## src/hdl/stable_priority_queue_unit_assert.svh

```systemverilog
// Assertion macros for the stable priority queue unit.
// Needs clk_i and rst_ni in the scope where a macro is used.
`ifndef STABLE_PRIORITY_QUEUE_UNIT_ASSERT_SVH
`define STABLE_PRIORITY_QUEUE_UNIT_ASSERT_SVH

// Checks that cons holds in the same cycle as ante.
`define SPQ_ASSERT_NOW(lbl, ante, cons, msg) \
  lbl: assert property (@(posedge clk_i) disable iff (!rst_ni) (ante) |-> (cons)) \
    else $error(msg);

// Checks that cons holds in the cycle after ante.
`define SPQ_ASSERT_NEXT(lbl, ante, cons, msg) \
  lbl: assert property (@(posedge clk_i) disable iff (!rst_ni) (ante) |=> (cons)) \
    else $error(msg);

`endif

```

## src/hdl/spq_pkg.sv

```systemverilog
// Shared types and constants for the stable priority queue unit.
// Used by the cell and the top level; depends on nothing else.
package spq_pkg;

  localparam int unsigned SPQ_DEPTH = 16;
  localparam int unsigned VALUE_W   = 32;
  localparam int unsigned PRIO_W    = 16;
  localparam int unsigned COUNT_W   = 5;

  localparam logic REQ_PUSH = 1'b0;
  localparam logic REQ_POP  = 1'b1;

  typedef enum logic [1:0] {
    ST_OK         = 2'd0,
    ST_POP_EMPTY  = 2'd1,
    ST_PUSH_FULL  = 2'd2
  } status_e;

  typedef struct packed {
    logic                       req_type;
    logic signed [VALUE_W-1:0]  value;
    logic signed [PRIO_W-1:0]   priority_req;
  } req_t;

  typedef struct packed {
    logic signed [VALUE_W-1:0]  pop_value;
    logic                       pop_valid;
    status_e                    status;
    logic [COUNT_W-1:0]         entry_count;
    logic                       queue_empty;
  } rsp_t;

  typedef struct packed {
    logic signed [VALUE_W-1:0]  value;
    logic signed [PRIO_W-1:0]   prio;
  } entry_t;

  // Broadcast to every cell of the chain.
  typedef struct packed {
    logic    push;
    logic    pop;
    entry_t  new_entry;
  } cell_ctrl_t;

endpackage

```

## src/hdl/spq_cell.sv

```systemverilog
// One slot of the sorted chain: holds an entry and decides each cycle
// whether to keep it, take the new word, or take a neighbor's entry.
// Depends on spq_pkg.
module spq_cell (
  input  logic                clk_i,
  input  spq_pkg::cell_ctrl_t ctrl_i,
  input  logic                occupied_i,
  input  logic                prev_stays_i,
  input  spq_pkg::entry_t     prev_entry_i,
  input  spq_pkg::entry_t     next_entry_i,
  output spq_pkg::entry_t     entry_o,
  output logic                stays_o
);
  import spq_pkg::*;

  entry_t entry_q, entry_d;

  // An entry of equal priority stays ahead of the new one, which keeps ties FIFO.
  assign stays_o = occupied_i && ($signed(entry_q.prio) >= $signed(ctrl_i.new_entry.prio));
  assign entry_o = entry_q;

  always_comb begin
    entry_d = entry_q;
    if (ctrl_i.pop) begin
      entry_d = next_entry_i;
    end else if (ctrl_i.push && !stays_o) begin
      // The first cell that gives way takes the new word; those below shift down.
      entry_d = prev_stays_i ? ctrl_i.new_entry : prev_entry_i;
    end
  end

  always_ff @(posedge clk_i) begin
    entry_q <= entry_d;
  end

endmodule

```

## src/hdl/stable_priority_queue_unit.sv

```systemverilog
// Stable priority queue unit: a sorted chain of DEPTH cells, highest priority
// at cell 0. One push or pop word is taken every clock cycle (busy never rises),
// and its result appears in the next cycle, for one cycle, with rsp_valid_o high.
// The receiver cannot stall. Depends on spq_pkg and spq_cell.
module stable_priority_queue_unit #(
  parameter int unsigned DEPTH = spq_pkg::SPQ_DEPTH
) (
  input  logic          clk_i,
  input  logic          rst_ni,
  input  logic          start,
  output logic          busy,
  input  spq_pkg::req_t req_i,
  output logic          rsp_valid_o,
  output spq_pkg::rsp_t rsp_o
);
  import spq_pkg::*;

  localparam int unsigned CNT_W = $clog2(DEPTH + 1);

  logic [CNT_W-1:0] count_q, count_d;
  logic             rsp_valid_q;
  rsp_t             rsp_q, rsp_d;
  cell_ctrl_t       ctrl;
  entry_t           entries [DEPTH];
  logic             stays   [DEPTH];
  logic             accept, full, empty, push_ok, pop_ok;

  assign busy   = 1'b0;
  assign accept = start && !busy;
  assign full   = (count_q == CNT_W'(DEPTH));
  assign empty  = (count_q == '0);
  assign push_ok = accept && (req_i.req_type == REQ_PUSH) && !full;
  assign pop_ok  = accept && (req_i.req_type == REQ_POP) && !empty;

  always_comb begin
    ctrl.push            = push_ok;
    ctrl.pop             = pop_ok;
    ctrl.new_entry.value = req_i.value;
    ctrl.new_entry.prio  = req_i.priority_req;
  end

  for (genvar i = 0; i < DEPTH; i++) begin : g_cell
    entry_t prev_e, next_e;
    logic   prev_s;
    if (i == 0) begin : g_head
      assign prev_e = entries[0];
      assign prev_s = 1'b1;
    end else begin : g_body
      assign prev_e = entries[i-1];
      assign prev_s = stays[i-1];
    end
    if (i == DEPTH - 1) begin : g_tail
      assign next_e = entries[i];
    end else begin : g_link
      assign next_e = entries[i+1];
    end
    spq_cell u_cell (
      .clk_i        (clk_i),
      .ctrl_i       (ctrl),
      .occupied_i   (count_q > CNT_W'(i)),
      .prev_stays_i (prev_s),
      .prev_entry_i (prev_e),
      .next_entry_i (next_e),
      .entry_o      (entries[i]),
      .stays_o      (stays[i])
    );
  end

  always_comb begin
    count_d = count_q;
    if (push_ok) begin
      count_d = count_q + 1'b1;
    end else if (pop_ok) begin
      count_d = count_q - 1'b1;
    end
  end

  always_comb begin
    rsp_d.pop_value   = pop_ok ? entries[0].value : '0;
    rsp_d.pop_valid   = pop_ok;
    rsp_d.entry_count = COUNT_W'(count_d);
    rsp_d.queue_empty = (count_d == '0);
    rsp_d.status      = ST_OK;
    if (accept && (req_i.req_type == REQ_POP) && empty) begin
      rsp_d.status = ST_POP_EMPTY;
    end else if (accept && (req_i.req_type == REQ_PUSH) && full) begin
      rsp_d.status = ST_PUSH_FULL;
    end
  end

  always_ff @(posedge clk_i or negedge rst_ni) begin
    if (!rst_ni) begin
      count_q     <= '0;
      rsp_valid_q <= 1'b0;
    end else begin
      count_q     <= count_d;
      rsp_valid_q <= accept;
    end
  end

  always_ff @(posedge clk_i) begin
    rsp_q <= rsp_d;
  end

  assign rsp_valid_o = rsp_valid_q;
  assign rsp_o       = rsp_q;

`include "stable_priority_queue_unit_assert.svh"

  `SPQ_ASSERT_NOW(a_count_bound, 1'b1, count_q <= CNT_W'(DEPTH), "count exceeds depth")
  `SPQ_ASSERT_NEXT(a_rsp_follows, accept, rsp_valid_o, "accepted word gave no result")
  `SPQ_ASSERT_NEXT(a_push_grows, push_ok, count_q == $past(count_q) + 1'b1, "push lost")
  `SPQ_ASSERT_NOW(a_pop_ok_status, rsp_valid_o && rsp_o.pop_valid, rsp_o.status == ST_OK,
                  "pop result flagged as error")

endmodule

```

## config.mk

```make
export PLATFORM = sky130hd
export DESIGN_NAME = stable_priority_queue_unit
export DESIGN_NICKNAME = d
export VERILOG_FILES = /design/src/hdl/spq_pkg.sv /design/src/hdl/spq_cell.sv /design/src/hdl/stable_priority_queue_unit.sv
export VERILOG_INCLUDE_DIRS = /design/src /design/src/hdl
export SDC_FILE = /design/constraint.sdc
export NUM_CORES = 2
export LEC_CHECK = 0
export ABC_AREA = 1
export CAP_MARGIN = 20
export CORE_AREA = 2 2 296 298
export DETAILED_ROUTE_END_ITERATION = 6
export DIE_AREA = 0 0 298 300
export DONT_BUFFER_PORTS = 1
export PLACE_DENSITY_LB_ADDON = 0.2
export SKIP_CTS_REPAIR_TIMING = 1
export SLEW_MARGIN = 20
export SYNTH_ARGS = -nofsm -noshare
export SYNTH_HDL_FRONTEND = slang
export SYNTH_SLANG_ARGS = --single-unit
```

## constraint.sdc

```tcl
create_clock -name clk_i -period 11 [get_ports clk_i]
set_clock_uncertainty 0.15 [all_clocks]
set_input_delay 0 -clock clk_i [delete_from_list [all_inputs] [get_ports clk_i]]
set_output_delay 0 -clock clk_i [all_outputs]
set_load 0.005 [all_outputs]
```

==> impl_metrics.ini <==
[clock_tree]
clk_latency_ns = 0.68
cts_tree = done
clockBufferDepth = 3
path_clk_slew_ns = 0.06
htree_num_levels = 3
cts-root-buf = clkbuf_16
cts_sinks = 815
cts_buffers = 90

[detailed_routing]
via_per_inst = 5.94
drtIter0Drc = 6974
drt_drc_violations_left = 8
routed_wl_mm = 166
first_pass_iters = 7
wl_per_cell_um = 21.4
dr_total_vias = 46100
ant_nets = 0

[sta]
fmax_mhz = 187
whs_ns = -0.0145
slew_headroom_pct = 24.2
period_minus_slack_ns = 5.35
slew_viol_final = 0
setup_violations = 0
fin_crit_sh_pct = 48.6
hold_viol_final = 1
tightest_slew_ns = 1.14
rsz0062_at_grt = no
tns_ns = 0

[worst_hold_path]
hold_class = input pin to flip-flop

[setup_path]
crit_fanout = 50
path_buf_inv = 3
crit_type = flip-flop to flip-flop
crit_arrival_ns = 5.55
slowest_delay_ns = 0.99
start_kind = flip-flop
endpoint_kind = flip-flop
crit_chain = inv_2 -> nand3_1 -> o21ai_4 -> buf_4 -> o21a_2 -> nand2_2 -> nand2_1 -> nand2_2 -> buf_4
cpMaxStageDelayCell = o21a_2
cp.required_ns = 11.20
path_delay_family = simple AND/OR/NAND/NOR gates

[cells_and_area]
seq_area_um2 = 24000
multiInputGateArea_um2 = 22100
diodes = 0
final_nets = 6846
area_delta_synth_final_pct = 6.96
drive_gt1_share_pct = 4.25
fillerInstances = 7547

[synth]
synthFlopType = edfxtp_1
ys_warn_count = 0
syn-cell-area_um2 = 51400
ys_ff_latch = 815
ys_seq_area_share_pct = 46.8
synthCells = 6746
synth_fp_nets = 7059
yosysUniqueCellTypes = 35
synthArstFlopShare_pct = 0.736
synth-edff-count = 768
avgSynthCellArea_um2 = 7.62

[place]
io_buffers = 0
dp_hpwl_mm = 108
routabilityCongestion = 0.955

[run]
drv_cap = 0

[global_route]
grt_pass1_vias = 42300
antenna_found_initial = 2
overflow = 0
track_usage_pct = 36.2
grt_pass1_wl_mm = 253
grt_start_max_net_pins = 211

[floorplan]
std_cell_rows = 108
dieHeight_um = 300
io_pins = 95
coreArea_um2 = 86200
fp.dieArea_um2 = 89400
die_x_um = 298
start_util_pct = 59.6

[outcome]
failed_checks = DRC, hold timing
status = finished with violations

[power_and_ir_drop]
power.density_nw_per_um2 = 284
ir_worst_vdd_v = 0.000168
leakagePower_nw = 27.3
==> metrics by stage <==
step / util (%) / cells / power (mW) / area (um2) / setup slack [ns]
2_1_floorplan: - / 6746 / 10.4 / 51400 / 6.31
3_5_place_dp: 59.7 / 7540 / 12.3 / 51500 / 5.84
3_3_place_gp: 59.7 / 7540 / 12.1 / 51400 / 5.89
6_report: 63.8 / 7762 / 15.6 / 55000 / 5.65
4_1_cts: 63.1 / 7706 / 15.3 / 54400 / 5.79
5_1_grt: 63.8 / 7762 / 16.6 / 55000 / 5.44
==> worst reg2reg max path: stages (launching register included) <==
cell and delay [ns]:
dfrtp_1 0.45, inv_2 0.27, nand3_1 0.28, o21ai_4 0.19
buf_4 0.61, o21a_2 1.00, nand2_2 0.89, nand2_1 0.28
nand2_2 0.39, buf_4 0.48
==> path summary, 6_finish.rpt <==
path                                                   start                      endpoint  slack [ns]  cells past startpoint
worst min register to register  g_cell[0].u_cell.entry_o[20]                     rsp_o[13]        0.33                      2
worst max-delay path                              count_q[2]  g_cell[11].u_cell.entry_o[4]        5.65                      9
min in group asynchronous                             rst_ni                    count_q[4]        0.23                      2
worst min-delay path                                req_i[8]   g_cell[0].u_cell.entry_o[8]       -0.01                      3
max in group asynchronous                             rst_ni                   rsp_valid_o       10.11                      2
worst max register to register                    count_q[2]  g_cell[11].u_cell.entry_o[4]        5.65                      9
==> where the power goes <==
part,total [mW],internal [mW],switching (mW)
registers,5.84,5.03,0.812
clock network,3.04,1.73,1.31
logic,6.73,1.92,4.81
total,15.6,8.68,6.93
==> synthesized netlist by cell type, drive strengths merged (2+ instances only) <==
master  instances  area share, %
edfxtp        768             45
nand4          30           0.37
dfrtp           6           0.29
o31ai           3          0.063
xor2            3          0.051
nand3        1459             14
o21ai          64           0.65
inv           885            6.5
nor2           92           0.71
ha            261            6.4
nand3b          2          0.029
buf           279            3.1
a21oi          86           0.84
nand2        2597             19
a31oi           2          0.024
dfxtp          41            1.6
nor3            4          0.049
clkbuf        160            1.2
==> cell families after synthesis <==
kind of cell / after synthesis / synth area share (%)
xor+xnor: 3 / 0.0511
flops: 815 / 46.8
buf+inv: 1324 / 10.7
other cells: 1 / 0.00730
compound gates: 157 / 1.60
fa+ha+maj: 261 / 6.35
simple gates: 4185 / 34.5
==> area by class of cell <==
type	count	area share, %
inverters	885	6.06
multi-input cells	4607	40.1
well taps	1155	2.63
repair buffers	134	2.14
clock inverters	36	0.537
clock buffers	130	4.77
flip-flops and latches	815	43.7
==> placed cells by master (no fill, tap or decap), drive strengths merged <==
cell,synthesis,routed
nand2,2597,2597
nand3,1459,1459
inv,885,888
edfxtp,768,768
ha,261,261
clkbuf,160,130
nor2,92,92
a21oi,86,86
buf,279,79
o21ai,64,64
dlygate4sd3,0,55
dfxtp,41,41
nand4,30,30
clkinv,0,29
dfrtp,6,6
nor3,4,4
xor2,3,3
bufinv,0,3
o31ai,3,3
nand3b,2,2
a31oi,2,2
o21a,1,1
o221ai,1,1
nor4,1,1
conb,1,1
clkinvlp,0,1
==> registers in the layout, indices dropped and copies added, names as in the netlist <==
register               flops
rsp_valid_o                1
rsp_o                     41
count_q                    5
g_cell.u_cell.entry_o    768
==> layer usage <==
metal	share of wire, %	wire, um	vias to the layer above	track usage, %
li1	-	-	21400	-
met1	43	71100	21300	55.3
met2	40	66200	3168	49.4
met3	15	25700	227	12.0
met4	1.7	2780	4	8.28
met5	0.014	24	-	0
Note: power is estimated with default switching activity, not from simulation.
